File: config.mk
export PLATFORM = sky130hd
export DESIGN_NAME = flit_packet_reassembler
export DESIGN_NICKNAME = d
export VERILOG_FILES = /design/src/rtl/frp_pkg.sv /design/src/rtl/frp_cfg_regs.sv /design/src/rtl/frp_core.sv /design/src/rtl/frp_out_buf.sv /design/src/rtl/flit_packet_reassembler.sv
export SDC_FILE = /design/constraint.sdc
export NUM_CORES = 1
export LEC_CHECK = 0
export BUFFER_PORTS_ARGS = -buffer_cell sky130_fd_sc_hd__buf_2
export CORE_ASPECT_RATIO = 0.5
export CORE_MARGIN = 2
export CORE_UTILIZATION = 39
export CTS_CLUSTER_DIAMETER = 120
export DETAILED_ROUTE_END_ITERATION = 16
export PLACE_DENSITY_LB_ADDON = 0.1
export RECOVER_POWER = 25
export SYNTH_ARGS = -nofsm -noshare
export SYNTH_HDL_FRONTEND = slang
export SYNTH_SLANG_ARGS = --single-unit
File: constraint.sdc
create_clock -name clk -period 9.5 [get_ports clk]
set_input_delay 1.9 -clock clk [delete_from_list [all_inputs] [get_ports clk]]
set_output_delay 1.9 -clock clk [all_outputs]
set_load 0.005 [all_outputs]
File: src/rtl/frp_pkg.sv
// shared types and codes for the flit packet reassembler
package frp_pkg;

  localparam int unsigned FLIT_W  = 34;
  localparam int unsigned WORD_W  = 32;
  localparam int unsigned CNT_W   = 24;
  localparam int unsigned TYPE_W  = 4;
  localparam int unsigned KIND_W  = 2;
  localparam int unsigned CFG_IDX_W  = 2;
  localparam int unsigned CFG_DATA_W = 4;

  localparam logic [CNT_W-1:0] CNT_MAX = {CNT_W{1'b1}};

  localparam logic [CFG_IDX_W-1:0] REG_HEAD_CODE   = 2'd0;
  localparam logic [CFG_IDX_W-1:0] REG_BODY_CODE   = 2'd1;
  localparam logic [CFG_IDX_W-1:0] REG_TAIL_CODE   = 2'd2;
  localparam logic [CFG_IDX_W-1:0] REG_RESULT_TYPE = 2'd3;

  typedef enum logic [2:0] {
    EVT_HEAD      = 3'd0,
    EVT_BODY      = 3'd1,
    EVT_DONE      = 3'd2,
    EVT_BODY_ERR  = 3'd3,
    EVT_TAIL_ERR  = 3'd4,
    EVT_IGNORED   = 3'd5
  } evt_t;

  typedef struct packed {
    logic [KIND_W-1:0] head_code;
    logic [KIND_W-1:0] body_code;
    logic [KIND_W-1:0] tail_code;
    logic [TYPE_W-1:0] result_type_code;
  } cfg_t;

  typedef struct packed {
    evt_t              event_res;
    logic [WORD_W-1:0] word_value;
    logic [CNT_W-1:0]  word_index;
    logic [TYPE_W-1:0] pkt_type;
    logic              is_result;
    logic              count_mismatch;
    logic [CNT_W-1:0]  words_received;
  } res_t;

endpackage

File: src/rtl/frp_cfg_regs.sv
// configuration registers for kind codes and the result packet type
module frp_cfg_regs (
  input  logic                              clk,
  input  logic                              rst_n,
  input  logic                              cfg_we,
  input  logic [frp_pkg::CFG_IDX_W-1:0]     cfg_index,
  input  logic [frp_pkg::CFG_DATA_W-1:0]    cfg_wdata,
  output frp_pkg::cfg_t                     cfg
);

  frp_pkg::cfg_t cfg_r;

  always_ff @(posedge clk) begin
    if (!rst_n) begin
      cfg_r.head_code        <= 2'd0;
      cfg_r.body_code        <= 2'd1;
      cfg_r.tail_code        <= 2'd2;
      cfg_r.result_type_code <= 4'd0;
    end else if (cfg_we) begin
      case (cfg_index)
        frp_pkg::REG_HEAD_CODE:   cfg_r.head_code        <= cfg_wdata[frp_pkg::KIND_W-1:0];
        frp_pkg::REG_BODY_CODE:   cfg_r.body_code        <= cfg_wdata[frp_pkg::KIND_W-1:0];
        frp_pkg::REG_TAIL_CODE:   cfg_r.tail_code        <= cfg_wdata[frp_pkg::KIND_W-1:0];
        frp_pkg::REG_RESULT_TYPE: cfg_r.result_type_code <= cfg_wdata[frp_pkg::TYPE_W-1:0];
        default: ;
      endcase
    end
  end

  assign cfg = cfg_r;

endmodule

File: src/rtl/frp_core.sv
// packet state registers and per-flit decode
module frp_core (
  input  logic                          clk,
  input  logic                          rst_n,
  input  logic                          accept,
  input  logic [frp_pkg::FLIT_W-1:0]    flit,
  input  frp_pkg::cfg_t                 cfg,
  output frp_pkg::res_t                 res
);

  logic                          rebuilding_r, rebuilding_nxt;
  logic [frp_pkg::TYPE_W-1:0]    type_r, type_nxt;
  logic [frp_pkg::CNT_W-1:0]     expected_r, expected_nxt;
  logic [frp_pkg::CNT_W-1:0]     received_r, received_nxt;

  logic [frp_pkg::KIND_W-1:0]    kind;
  logic [frp_pkg::TYPE_W-1:0]    ftype;

  assign kind  = flit[frp_pkg::FLIT_W-1 -: frp_pkg::KIND_W];
  assign ftype = flit[27:24];

  always_comb begin
    rebuilding_nxt = rebuilding_r;
    type_nxt       = type_r;
    expected_nxt   = expected_r;
    received_nxt   = received_r;

    res                = '0;
    res.event_res      = frp_pkg::EVT_IGNORED;
    res.pkt_type       = type_r;

    if (kind == cfg.head_code) begin
      res.event_res  = frp_pkg::EVT_HEAD;
      res.pkt_type   = ftype;
      rebuilding_nxt = 1'b1;
      type_nxt       = ftype;
      expected_nxt   = flit[frp_pkg::CNT_W-1:0];
      received_nxt   = '0;
    end else if (kind == cfg.body_code) begin
      if (!rebuilding_r) begin
        res.event_res = frp_pkg::EVT_BODY_ERR;
      end else begin
        res.event_res  = frp_pkg::EVT_BODY;
        res.word_value = flit[frp_pkg::WORD_W-1:0];
        res.word_index = received_r;
        if (received_r != frp_pkg::CNT_MAX) begin
          received_nxt = received_r + frp_pkg::CNT_W'(1);
        end
      end
    end else if (kind == cfg.tail_code) begin
      if (!rebuilding_r) begin
        res.event_res = frp_pkg::EVT_TAIL_ERR;
      end else begin
        res.event_res      = frp_pkg::EVT_DONE;
        res.is_result      = (type_r == cfg.result_type_code);
        res.count_mismatch = (received_r != expected_r);
        res.words_received = received_r;
        rebuilding_nxt     = 1'b0;
        type_nxt           = '0;
        expected_nxt       = '0;
        received_nxt       = '0;
      end
    end
  end

  always_ff @(posedge clk) begin
    if (!rst_n) begin
      rebuilding_r <= 1'b0;
      type_r       <= '0;
      expected_r   <= '0;
      received_r   <= '0;
    end else if (accept) begin
      rebuilding_r <= rebuilding_nxt;
      type_r       <= type_nxt;
      expected_r   <= expected_nxt;
      received_r   <= received_nxt;
    end
  end

endmodule

File: src/rtl/frp_out_buf.sv
// result register with a skid stage
module frp_out_buf (
  input  logic             clk,
  input  logic             rst_n,
  input  logic             push,
  input  frp_pkg::res_t    push_data,
  output logic             can_push,
  output logic             out_valid,
  input  logic             out_ready,
  output frp_pkg::res_t    out_data
);

  logic          main_valid_r;
  logic          skid_valid_r;
  frp_pkg::res_t main_r;
  frp_pkg::res_t skid_r;
  logic          pop;

  assign pop      = main_valid_r && out_ready;
  assign can_push = !skid_valid_r;

  always_ff @(posedge clk) begin
    if (!rst_n) begin
      main_valid_r <= 1'b0;
      skid_valid_r <= 1'b0;
    end else begin
      if (push && (!main_valid_r || pop)) begin
        main_valid_r <= 1'b1;
      end else if (push) begin
        skid_valid_r <= 1'b1;
      end else if (pop) begin
        if (skid_valid_r) begin
          skid_valid_r <= 1'b0;
        end else begin
          main_valid_r <= 1'b0;
        end
      end
    end
  end

  always_ff @(posedge clk) begin
    if (push && (!main_valid_r || pop)) begin
      main_r <= push_data;
    end else if (push) begin
      skid_r <= push_data;
    end else if (pop && skid_valid_r) begin
      main_r <= skid_r;
    end
  end

  assign out_valid = main_valid_r;
  assign out_data  = main_r;

endmodule

File: src/rtl/flit_packet_reassembler.sv
// top level of the flit packet reassembler
// Takes one 34-bit flit per transaction and returns exactly one result per
// flit. The result shows on the out ports in the cycle after the flit is
// accepted when the result register is free, or later while earlier results
// wait on out_ready. A flit can be accepted in every cycle while a result slot is free:
// the kind decode, the count update and the compares are a single pass of
// logic from the packet state registers into a result register, and a skid
// stage behind that register lets the input keep accepting while a result
// waits on out_ready. in_ready drops only when both result slots are full.
// Kind codes and the result packet type are written through the cfg port; the user must
// do so only while no flit is in flight, which the block itself does not enforce.
module flit_packet_reassembler (
  input  logic                              clk,
  input  logic                              rst_n,
  input  logic                              cfg_we,
  input  logic [frp_pkg::CFG_IDX_W-1:0]     cfg_index,
  input  logic [frp_pkg::CFG_DATA_W-1:0]    cfg_wdata,
  input  logic                              in_valid,
  output logic                              in_ready,
  input  logic [frp_pkg::FLIT_W-1:0]        in_flit_word,
  output logic                              out_valid,
  input  logic                              out_ready,
  output logic [2:0]                        out_event_res,
  output logic [frp_pkg::WORD_W-1:0]        out_word_value,
  output logic [frp_pkg::CNT_W-1:0]         out_word_index,
  output logic [frp_pkg::TYPE_W-1:0]        out_pkt_type,
  output logic                              out_is_result,
  output logic                              out_count_mismatch,
  output logic [frp_pkg::CNT_W-1:0]         out_words_received
);

  frp_pkg::cfg_t cfg;
  frp_pkg::res_t core_res;
  frp_pkg::res_t out_res;
  logic          accept;

  assign accept = in_valid && in_ready;

  frp_cfg_regs u_cfg (
    .clk       (clk),
    .rst_n     (rst_n),
    .cfg_we    (cfg_we),
    .cfg_index (cfg_index),
    .cfg_wdata (cfg_wdata),
    .cfg       (cfg)
  );

  frp_core u_core (
    .clk    (clk),
    .rst_n  (rst_n),
    .accept (accept),
    .flit   (in_flit_word),
    .cfg    (cfg),
    .res    (core_res)
  );

  frp_out_buf u_out (
    .clk       (clk),
    .rst_n     (rst_n),
    .push      (accept),
    .push_data (core_res),
    .can_push  (in_ready),
    .out_valid (out_valid),
    .out_ready (out_ready),
    .out_data  (out_res)
  );

  assign out_event_res      = out_res.event_res;
  assign out_word_value     = out_res.word_value;
  assign out_word_index     = out_res.word_index;
  assign out_pkt_type       = out_res.pkt_type;
  assign out_is_result      = out_res.is_result;
  assign out_count_mismatch = out_res.count_mismatch;
  assign out_words_received = out_res.words_received;

endmodule

After elaboration in Yosys (flattened, before gate mapping)
Cells that the tools add are included.
W data, S select, Z words.

word-level totals
  register bits = 243
  latch bits = 0
  bits in writable memories = 0
  ROM bits = 0
  input port bits = 45
  output and inout bits = 91
  word-level logic and storage cells = 101
  memories kept = 0

cells by class
  $add $sub $neg = 1
  multipliers = 0
  divide/modulo/power cells = 0
  order comparisons = 0
  equal/unequal tests = 13
  shift-type cells = 0
  mux-type cells = 37
  bitwise logic cells = 1
  reductions and logical operators = 25

operators by type and width
  operator                 count
  $mux W89                 3
  $mux W24                 8
  $mux W56                 3
  $mux W26                 4
  $add A24 B1 Y24 const B  1
  $ne A24 B24 Y1           1
  $ne A24 B24 Y1 const B   1
  $mux W4                  5
  $reduce_and A2 Y1        7
  $mux W3                  4
  $reduce_bool A2 Y1       5
  $mux W1                  9
  $reduce_and A4 Y1        2
  $eq A2 B2 Y1             3
  $reduce_and A3 Y1        2
  $eq A2 B2 Y1 const B     2
  $eq A4 B4 Y1             1
  $logic_and A1 B1 Y1      4
  $ne A2 B2 Y1 const B     2
  $ne A3 B2 Y1 const B     1
  $reduce_bool A3 Y1       1
  $eq A2 B1 Y1 const B     1
  $logic_not A1 Y1         2
  $logic_not A2 Y1         1
  other kinds (4)          4

Longest topological paths before layout
Gate-level depths: netlist (run 1).

  depth after elaboration = 6
  depth in mapped cells = 8
  depth with buffers taken out = 6

Cells and area by module
From an unflattened synthesis (run 1), not the netlist that was laid out.

second synthesis, totals
  cells, all modules = 785
  area, all modules = 10560.1 um^2

modules (own cells, without submodules)
  module                   instances  cells an instance  area each (um^2)  seq. area each (um^2)
  frp_out_buf              1          291                6596.3            5385.2
  frp_core                 1          452                3547.2            1061.0
  frp_cfg_regs             1          41                 410.4             200.2
  flit_packet_reassembler  1          1                  6.3               0.0

Worst setup path before layout (run 1)
OpenSTA, ideal clock, no wires.

  path kind = in2reg
  start point = input port in_valid
  end point = register u_out.skid_r[0] in the netlist's numbering (enable)
  library setup time = 0.646 ns
  arrival time = 7.985 ns
  data required time = 8.854 ns
  slack = 0.869 ns
  stages = 2
  buffers on the path = 0
  path through = nand2_1 nor3_1

on the way
  word-level cells in the longest chain between the ends = 4

RTL lines
  what                           line                           text
  start, declared                flit_packet_reassembler.sv:18  input logic in_valid,
  $logic_and A1 B1 Y1 *          flit_packet_reassembler.sv:37  assign accept = in_valid && in_ready;
  $logic_and A1 B1 Y1            frp_out_buf.sv:42              if (push && (!main_valid_r || pop)) begin
  $not A1 Y1 (no line)           -
  $reduce_and A2 Y1 (no line) *  -
  end signal, assigned           frp_out_buf.sv:45              skid_r <= push_data;
  end, declared                  frp_out_buf.sv:16              frp_pkg::res_t skid_r;

Mark *: on every way between the ends. The rest lies on a longest branch, timed or not.
A chain may end at the register's enable or synchronous reset.

Worst setup path after layout (run 1)
  start point = input port in_valid
  end point = register u_out.skid_r[24] in the netlist's numbering (enable)

Same word-level chain as after synthesis.

==> results of run 1 <==
## through the flow
stage               setup WS [ns]  power [W]  cells  utilization, %  hold slack [ns]
floorplan                   0.869    0.00133    764               -            0.465
global placement             4.99    0.00140   1209            43.5            0.499
detailed placement           4.87    0.00140   1209            43.5            0.500
CTS                          5.39    0.00228   1250            46.1            0.516
global route                 4.56    0.00233   1250            45.8            0.555
finish                       4.92    0.00224   1250            45.8            0.511
## cells in the final DEF, fill, tap and decap left out, types with 6 or more instances in the layout
| master | instances |
|---|---|
| and4_1 | 6 |
| nor2_1 | 9 |
| xnor2_1 | 28 |
| nor2b_1 | 37 |
| clkbuf_16 | 23 |
| dfxtp_1 | 65 |
| inv_1 | 7 |
| nand2_1 | 15 |
| buf_4 | 8 |
| clkinv_2 | 6 |
| buf_2 | 93 |
| and3_1 | 7 |
| o21ai_0 | 6 |
| and2_1 | 82 |
| nand4_1 | 16 |
| or4_1 | 11 |
| mux2_2 | 89 |
| a22oi_1 | 28 |
| a21oi_1 | 20 |
| xor2_1 | 10 |
| mux2i_1 | 12 |
| edfxtp_1 | 178 |
| clkbuf_1 | 52 |
| o31ai_1 | 16 |
| nand3_1 | 12 |
## layer usage
metal	track usage, %	vias to the layer above	share of wire [%]
li1	-	3114	-
met5	0	-	0
met2	24.9	142	42
met1	25.8	3237	51
met4	3.52	0	1.5
met3	3.81	31	4.7
## state kept, by name, summed over array words and instances, names as in the netlist
register,count
u_core.type_r,4
u_core.received_r,24
u_out.skid_r,89
u_out.skid_valid_r,1
u_core.expected_r,24
u_core.rebuilding_r,1
u_out.out_valid,1
u_out.out_data,89
u_cfg.cfg,10
## worst max-delay path, stage by stage
cell and delay [ns]:
clkbuf_1 0.11, nand2_1 0.08, nor3_1 1.33, buf_4 0.62
buf_4 0.61
## power by group through the flow
stage	registers (W)	logic (W)	clock network, W
after floorplan	0.00123	0.000101	0
after global routing	0.00120	0.000186	0.000944
final	0.00120	0.000169	0.000876
after global placement	0.00122	0.000176	0
after detailed placement	0.00122	0.000179	0
after CTS	0.00120	0.000179	0.000906
## worst max path at each step
stage / start / end / slack, ns / cells past startpoint
floorplan: in_valid / u_out.skid_r[0] / 0.87 / 2
global route: in_valid / u_out.skid_r[52] / 4.56 / 5
detailed placement: in_flit_word[32] / u_out.out_data[36] / 4.87 / 7
CTS: in_flit_word[33] / u_out.out_data[36] / 5.39 / 7
global placement: in_flit_word[33] / u_out.out_data[39] / 4.99 / 7
finish: in_valid / u_out.skid_r[24] / 4.92 / 5
## area by class of cell
class / count / share of cell area (%)
Clock buffer: 33 / 5.14
Clock inverter: 8 / 0.568
Inverter: 7 / 0.217
Multi-Input combinational cell: 463 / 30.0
Sequential cell: 243 / 54.8
Tap cell: 352 / 3.63
Timing Repair Buffer: 144 / 5.67
## kinds of logic (layout without fill, tap and decap cells)
logic type,Yosys count,count (layout),synth area share (%)
and+or+nand+nor,217,217,13.1
buffers and inverters,58,192,2.61
xor gates and xnor gates,38,38,3.16
adders and majority gates,1,1,0.119
muxes,105,105,11.1
AOI/OAI and AO/OA,102,102,6.96
DFF,243,243,63.0
==> run summary, run 1 <==
Layout Nets -> 928
hold buffers post-CTS -> 0
Arr. time, crit path -> 4.73 ns
share of cells above drive strength 1 -> 25.9%
antenna cells -> 0
root buffer cell -> clkbuf_16
max_slew headroom -> -45.7%
Syn-to-layout area delta -> 14.9%
Die W -> 237 um
die area -> 0.0285 mm^2
top post-synthesis cells by count -> edfxtp_1 (178), mux2_2 (93), and2_1 (82), dfxtp_1 (65), nor2b_1 (37)
Multi-input gate area -> 0.00363 mm^2
RSZ-0062 raised after global routing -> no
Clock transition at path regs -> 0.06 ns
clock latency on the worst-skew pair -> 0.52 ns
Syn. warnings -> 0
placed instance area -> 0.0115 mm^2
synthesized net count -> 810
Site Rows -> 42
period utilisation layout -> 48.3%
post-synthesis sequential area ratio -> 63.0%
worst hold path depth -> 2
Post-DP HPWL -> 15900 um
post-route ant nets -> 0
Initial Util -> 39.8%
post-synth cell types -> 58
Tmin final -> 4.58 ns
setup violators final -> 0
Net Switching -> 0.000510 W
VDD IR-drop max -> 0.130 mV
Final Cell Area -> 0.0121 mm^2
crit path max fanout -> 44
sequential share of power -> 53.4%
H-tree levels -> 1
DR pass1 iterations -> 4
CTS tree -> built
f_max -> 0.218 GHz
PwrDens -> 185 mW/mm^2
CTS Buffer Depth -> 3
Setup Crit Path Kind -> in2reg
cts bufs inserted -> 23
post-DR wirelength/cell -> 19.3 um
final wirelength -> 24200 um
Main synth FF type -> edfxtp_1
gpl congestion -> 0.788
total congestion overflow -> 0
Hold Path Class -> reg2reg
number of max-cap violations -> 2
CTS resizes -> 0
run status -> finished with violations
Reg-to-Reg Start -> u_out.out_valid
Worst Hold Launch -> u_cfg.cfg[5]
post-CTS repair timing setup buffer count -> 0
synth top area cells -> edfxtp_1 (51%), dfxtp_1 (12%), mux2_2 (9.9%), and2_1 (4.9%), xnor2_1 (2.3%)
setup TNS -> 0 ns
input/output buffers -> 135
Hold Crit Endpoint -> u_cfg.cfg[5]
Sw Share -> 22.7%
Avg Inst Size Synth -> 13.8 um^2
CP Data Required Time -> 9.65 ns
P_int -> 0.00174 W
Pleak -> 4.45 nW
vias per cell -> 5.22
initial antenna violation count -> 1
Setup crit end kind -> register
Yosys top cell area share -> 50.7%
register area -> 0.00665 mm^2
Clock Skews -> 0.0115 ns
DR iter-0 viols -> 425
R2R setup slack -> 6.02 ns
worst slew pin tran -> 2.19 ns
most frequent cell after synthesis -> edfxtp_1
largest net degree at the start of global routing -> 83
# clock sinks -> 243
Core Area -> 0.0265 mm^2
first-pass GRT wire length -> 37900 um
cell taking the most area after synthesis -> edfxtp_1
ys async rst share -> 0%
vias in the first global route -> 6471
FILL cells -> 2443
IO Pins -> 136
DRC viols -> 0
R2R Path End -> u_out.skid_r[24]
Yosys reg bits -> 243
logic gate share of total power -> 7.5%
Post-Syn Instances -> 764
Die Height -> 120 um
EDFF count, synth -> 178
crit start category -> input pin
hold violation count in the final report -> 0
Final Slew Violations -> 69
Clock Power Share -> 39.0%
Mapped Area -> 0.0105 mm^2
failing checks -> capacitance limit, slew limit
Total GRT Usage -> 17.0%
FF-to-FF path depth -> 4
vias -> 6524
No activity file was read; power rests on OpenSTA's default activity.
==> inputs of run 2 (changes only) <==
==> constraint.sdc (replaced) <==
create_clock -name clk -period 3.9 [get_ports clk]
set_input_delay 0.78 -clock clk [delete_from_list [all_inputs] [get_ports clk]]
set_output_delay 0.78 -clock clk [all_outputs]
set_load 0.005 [all_outputs]
==> run summary, run 2 (synthesized netlist as in run 1, its figures left out) <==
max_slew headroom -> -69.3% (-24 points)
period utilisation layout -> 75.9%
Setup crit end kind -> register
f_max -> 0.338 GHz
cts bufs inserted -> 23 (unchanged)
PwrDens -> 455 mW/mm^2 (+150%)
DRC viols -> 0 (unchanged)
run status -> finished with violations
metal2 WL -> 10700 um (+4.6%)
worst slew pin tran -> 2.54 ns (+0.354 ns)
antenna cells -> 0 (unchanged)
die area -> 0.0285 mm^2 (unchanged)
most common cell after layout, fill and taps aside -> edfxtp_1
crit path max fanout -> 89 (+100%)
Final Slew Violations -> 142 (+110%)
CTS resizes -> 0 (unchanged)
number of max-cap violations -> 3 (+1)
Pleak -> 4.60 nW (+3.6%)
H-tree levels -> 1 (unchanged)
first-pass GRT wire length -> 38600 um (+1.7%)
VDD IR-drop max -> 0.248 mV (+91%)
CTS tree -> built
met3 WL -> 1150 um (+2.3%)
Arr. time, crit path -> 3.03 ns (-1.70 ns)
met1 WL -> 12600 um (+1.2%)
root buffer cell -> clkbuf_16
total congestion overflow -> 0 (unchanged)
hold buffers post-CTS -> 0 (unchanged)
Initial Util -> 39.8% (unchanged)
setup TNS -> 0 ns (unchanged)
Clock Skews -> 0.00684 ns (-0.00463 ns)
crit start category -> register
initial antenna violation count -> 0 (-1)
share of cells above drive strength 1 -> 30.6% (+4.7 points)
hold slack -> 0.524 ns (+0.0132 ns)
clock latency on the worst-skew pair -> 0.51 ns (about the same)
Syn-to-layout area delta -> 16.2%
final wirelength -> 24800 um (+2.6%)
Total GRT Usage -> 17.5% (+0.46 points)
largest net degree at the start of global routing -> 90 (+8.4%)
CTS Buffer Depth -> 3 (unchanged)
post-CTS repair timing setup buffer count -> 0 (unchanged)
Core Area -> 0.0265 mm^2 (unchanged)
hold violation count in the final report -> 0 (unchanged)
Die Height -> 120 um (unchanged)
RSZ-0062 raised after global routing -> no
CP Data Required Time -> 3.98 ns (-5.67 ns)
vias per cell -> 5.24 (+0.41%)
Hold Path Class -> in2reg
Post-DP HPWL -> 16300 um (+2.2%)
gpl congestion -> 0.801 (+1.6%)
vias -> 6572 (+0.74%)
IO Pins -> 136 (unchanged)
top routing layer in use -> met4
failing checks -> capacitance limit, slew limit
Clock transition at path regs -> 0.06 ns (about the same)
post-DR wirelength/cell -> 19.8 um (+2.3%)
post-route ant nets -> 0 (unchanged)
Layout Nets -> 932 (+0.43%)
DR pass1 iterations -> 4 (unchanged)
Setup Crit Path Kind -> reg2reg
setup violators final -> 0 (unchanged)
DR iter-0 viols -> 342 (-20%)
# clock sinks -> 243 (unchanged)
Tmin final -> 2.96 ns
most frequent cells in the layout -> edfxtp_1 (178), buf_2 (133), mux2_2 (90)
Site Rows -> 42 (unchanged)
Die W -> 237 um (unchanged)
vias in the first global route -> 6541 (+1.1%)
input/output buffers -> 135 (unchanged)
-- run 2: cell type report --
| cell class | instances | area (um^2) |
|---|---|---|
| Fill cell | 2419 | 14200 |
| Tap cell | 352 | 440 |
| Timing Repair Buffer | 148 | 777 |
| Clock inverter | 5 | 73.8 |
| Clock buffer | 36 | 654 |
| Inverter | 7 | 26.3 |
| Multi-Input combinational cell | 463 | 3640 |
| Sequential cell | 243 | 6650 |
-- run 2: power by group --
part	internal (W)	total (W)	switching [W]
logic	0.000177	0.000425	0.000248
clock network	0.00128	0.00223	0.000948
registers	0.00288	0.00292	0.0000425
total	0.00434	0.00558	0.00124
-- run 2: final timing paths --
path | from | to | slack [ns] | cells past startpoint
max | u_out.out_valid | u_out.skid_r[13] | 0.94 | 3
min | cfg_wdata[3] | u_cfg.cfg[3] | 0.52 | 3
max reg2reg | u_out.out_valid | u_out.skid_r[13] | 0.94 | 3
min reg2reg | u_cfg.cfg[5] | u_cfg.cfg[5] | 0.53 | 2
-- run 2: metal layers --
metal / track usage [%] / vias up
met4: 3.24 / 0
met5: 0 / -
met1: 26.9 / 3299
met2: 25.9 / 143
met3: 3.11 / 21
li1: - / 3109
-- run 2: worst max-delay path, cell delays in order, from the launching register on --
cell	delay, ns
dfxtp_1	0.39
nand2_1	0.12
nor3_4	0.11
clkbuf_2	1.79
-- run 2: through the flow --
step	cell area (um^2)	setup WS, ns	power [W]	std cells	utilization, %
final	12300	0.942	0.00558	1254	46.3
after global routing	12300	0.694	0.00580	1254	46.3
after CTS	12300	1.25	0.00566	1254	46.5
after detailed placement	11600	0.941	0.00342	1213	43.8
after global placement	11600	1.02	0.00341	1213	43.8
after floorplan	10600	0.186	0.00323	764	-
==> inputs of run 3 (changes only) <==
--- a/config.mk
+++ b/config.mk
@@ -5,6 +5,7 @@
 export SDC_FILE = /design/constraint.sdc
 export NUM_CORES = 1
 export LEC_CHECK = 0
+export ABC_AREA = 1
 export BUFFER_PORTS_ARGS = -buffer_cell sky130_fd_sc_hd__buf_2
 export CORE_ASPECT_RATIO = 0.5
 export CORE_MARGIN = 2
==> constraint.sdc (replaced) <==
create_clock -name clk -period 2.9 [get_ports clk]
set_input_delay 0.58 -clock clk [delete_from_list [all_inputs] [get_ports clk]]
set_output_delay 0.58 -clock clk [all_outputs]
set_load 0.005 [all_outputs]
==> run summary, run 3 <==
Clock Power Share -> 40.3% (+0.3 points)
hold buffers post-CTS -> 0 (unchanged)
Avg Inst Size Synth -> 9.33 um^2 (-32%)
RSZ-0062 raised after global routing -> no
post-DR wirelength/cell -> 15.9 um (-20%)
met2 Use GR -> 25.5% (-0.36 points)
antenna cells -> 0 (unchanged)
input/output buffers -> 135 (unchanged)
Setup Crit Path Kind -> reg2reg
Total GRT Usage -> 18.4% (+0.87 points)
f_max -> 0.431 GHz (+28%)
main combinational cell family by area after synthesis -> simple AND/OR/NAND/NOR gates
Post-DP HPWL -> 18000 um (+11%)
run status -> finished clean
Arr. time, crit path -> 2.58 ns (-0.45 ns)
Die W -> 240 um (+1.4%)
utilization after layout -> 45.9% (-0.35 points)
worst hold path depth -> 3 (unchanged)
DR pass1 iterations -> 5 (+1)
# clock sinks -> 243 (unchanged)
Layout Nets -> 1338 (+44%)
Net Switching -> 0.00187 W (+51%)
cell taking the most area after synthesis -> edfxtp_1
Die Height -> 122 um (+1.4%)
worst slew pin tran -> 1.14 ns (-1.40 ns)
post-synthesis sequential area ratio -> 61.2% (-1.8 points)
top post-synthesis cells by count -> nand2_1 (476), edfxtp_1 (178), nor2_1 (102), inv_1 (66), dfxtp_1 (65)
setup violators final -> 0 (unchanged)
post-CTS repair timing setup buffer count -> 0 (unchanged)
most common cell after layout, fill and taps aside -> nand2_1
final wirelength -> 26900 um (+8.4%)
vias in the first global route -> 7477 (+14%)
vias per cell -> 4.74 (-9.5%)
Finished Layout Cells -> 1692 (+35%)
simple-gate share of the synthesized area -> 27.4% (+14 points)
FF-to-FF path depth -> 10 (+7)
VDD IR-drop max -> 0.372 mV (+50%)
DRC viols -> 0 (unchanged)
Synth Area in XOR/XNOR -> 2.10% (-1.1 points)
gpl congestion -> 0.824 (+2.9%)
largest net degree at the start of global routing -> 93 (+3.3%)
Yosys top cell area share -> 49.2% (-1.4 points)
Setup crit end kind -> register
setup TNS -> 0 ns (unchanged)
most frequent cell after synthesis -> nand2_1
sequential share of power -> 51.3% (-1.1 points)
Initial Util -> 39.4% (-0.41 points)
Post-Syn Instances -> 1164 (+52%)
number of max-cap violations -> 0 (-3)
Final Slew Violations -> 0 (-100%)
logic gate share of total power -> 8.5% (+0.9 points)
Tmin final -> 2.32 ns (-0.638 ns)
global-route track usage on met1 -> 29.5% (+2.6 points)
pre-CTS WS -> 0.456 ns (-0.485 ns)
post-route ant nets -> 0 (unchanged)
total congestion overflow -> 0 (unchanged)
GRT Max-Usage Layer -> met1
Core Area -> 0.0275 mm^2 (+4.0%)
Site Rows -> 43 (+2.4%)
CTS resizes -> 0 (unchanged)
post-synthesis compound-gate area fraction -> 4.08% (-2.9 points)
Clock transition at path regs -> 0.06 ns (about the same)
Main synth FF type -> edfxtp_1
Sw Share -> 24.1% (+1.9 points)
worst setup margin -> 0.580 ns (-0.362 ns)
EDFF count, synth -> 178 (unchanged)
H-tree levels -> 1 (unchanged)
multiplexer share of the synthesized area -> 0% (-11 points)
IO Pins -> 136 (unchanged)
post-synth cell types -> 32 (-45%)
synth top area cells -> edfxtp_1 (49%), nand2_1 (16%), dfxtp_1 (12%), nor2_1 (3.5%), nor2_4 (2.8%)
root buffer cell -> clkbuf_16
Syn-to-layout area delta -> 16.5%
Syn. warnings -> 0 (unchanged)
hold violation count in the final report -> 0 (unchanged)
P_int -> 0.00590 W (+36%)
max_slew headroom -> 23.8% (+93 points)
ys async rst share -> 0% (unchanged)
placed insts -> 1648 (+36%)
synthesized net count -> 1210 (+49%)
PwrDens -> 615 mW/mm^2 (+35%)
die area -> 0.0293 mm^2 (+2.9%)
first-pass GRT wire length -> 41700 um (+8.1%)
cts bufs inserted -> 24 (+4.3%)
Mapped Area -> 0.0109 mm^2 (+2.9%)
FILL cells -> 2753 (+14%)
Hold Path Class -> in2reg
CTS tree -> built
crit path max fanout -> 18 (-80%)
CP Data Required Time -> 3.16 ns (-0.82 ns)
Adder-Cell Fraction of Synth Area -> 0.115% (-0.0034 points)
period utilisation layout -> 80.0% (+4.2 points)
initial antenna violation count -> 0 (unchanged)
Pleak -> 4.75 nW (+3.2%)
share of cells above drive strength 1 -> 16.0% (-15 points)
crit start category -> register
Clock Skews -> 0.0110 ns (+0.00421 ns)
DR iter-0 viols -> 538 (+57%)
Yosys reg bits -> 243 (unchanged)
clock latency on the worst-skew pair -> 0.52 ns (about the same)
CTS Buffer Depth -> 3 (unchanged)
met3 usage -> 3.56% (+0.45 points)
most frequent cells in the layout -> nand2_1 (479), edfxtp_1 (178), nor2_1 (102)
vias -> 8023 (+22%)
-- run 3: cell types whose count changed after synthesis, sizes merged, moves of 19 or more --
cell | before | now
nand3 | 12 | 31
mux2 | 93 | 0
a22oi | 28 | 0
nand2 | 15 | 492
inv | 7 | 77
nor2b | 37 | 0
a21oi | 20 | 59
and2 | 82 | 0
nor2 | 9 | 136
-- run 3: kinds of logic (layout without fill, tap and decap cells) --
group           count (synthesis)  after routing
compound gates                 83             83
xor+xnor                       26             26
fa+ha+maj                       1              1
buf+inv                       125            271
flops                         243            243
simple gates                  686            686
-- run 3: final cells by class --
cell class / count / area [um^2] / area share [%]
inverter: 78 / 297 / 2.34
clock buffer: 31 / 689 / 5.45
timing repair buffer: 149 / 773 / 6.11
multi-input combinational: 796 / 3670 / 29.0
sequential: 243 / 6650 / 52.5
tap: 382 / 478 / 3.78
clock inverter: 13 / 101 / 0.801
-- run 3: per-layer routing --
layer / share of wire (%) / vias to the layer above
li1: - / 4019
met1: 52 / 3775
met2: 40 / 205
met3: 6.3 / 24
met4: 0.96 / 0
met5: 0 / -
-- run 3: power groups by stage --
stage | Sequential (W) | Combinational, W | Clock (W)
final | 0.00399 | 0.000661 | 0.00313
after global routing | 0.00400 | 0.000744 | 0.00336
after CTS | 0.00399 | 0.000691 | 0.00321
after detailed placement | 0.00406 | 0.000689 | 0
after global placement | 0.00406 | 0.000683 | 0
after floorplan | 0.00407 | 0.000371 | 0
-- run 3: worst max-delay path: stages (launching register included) --
cell and delay (ns):
dfxtp_1 0.37, nand2_1 0.06, nand2_1 0.06, nand2_1 0.34, nand2_1 0.30, nor2_4 0.07, inv_1 0.34, buf_12 0.29
nor2_4 0.05, nand2_1 0.06, nand2_1 0.08
-- run 3: metrics by stage --
stage,instance area [um^2],hold WS (ns),power [W]
2_1_floorplan,10900,0.436,0.00444
3_3_place_gp,11900,0.459,0.00474
3_5_place_dp,11900,0.459,0.00475
4_1_cts,12700,0.290,0.00789
5_1_grt,12700,0.304,0.00810
6_report,12700,0.316,0.00778
-- run 3: worst paths after layout --
| path | start | end | slack [ns] |
|---|---|---|---|
| setup / recovery | u_cfg.cfg[9] | u_out.out_data[8] | 0.58 |
| hold / removal | cfg_wdata[0] | u_cfg.cfg[6] | 0.32 |
| setup reg to reg | u_cfg.cfg[9] | u_out.out_data[8] | 0.58 |
| hold reg to reg | u_cfg.cfg[3] | u_cfg.cfg[3] | 0.47 |
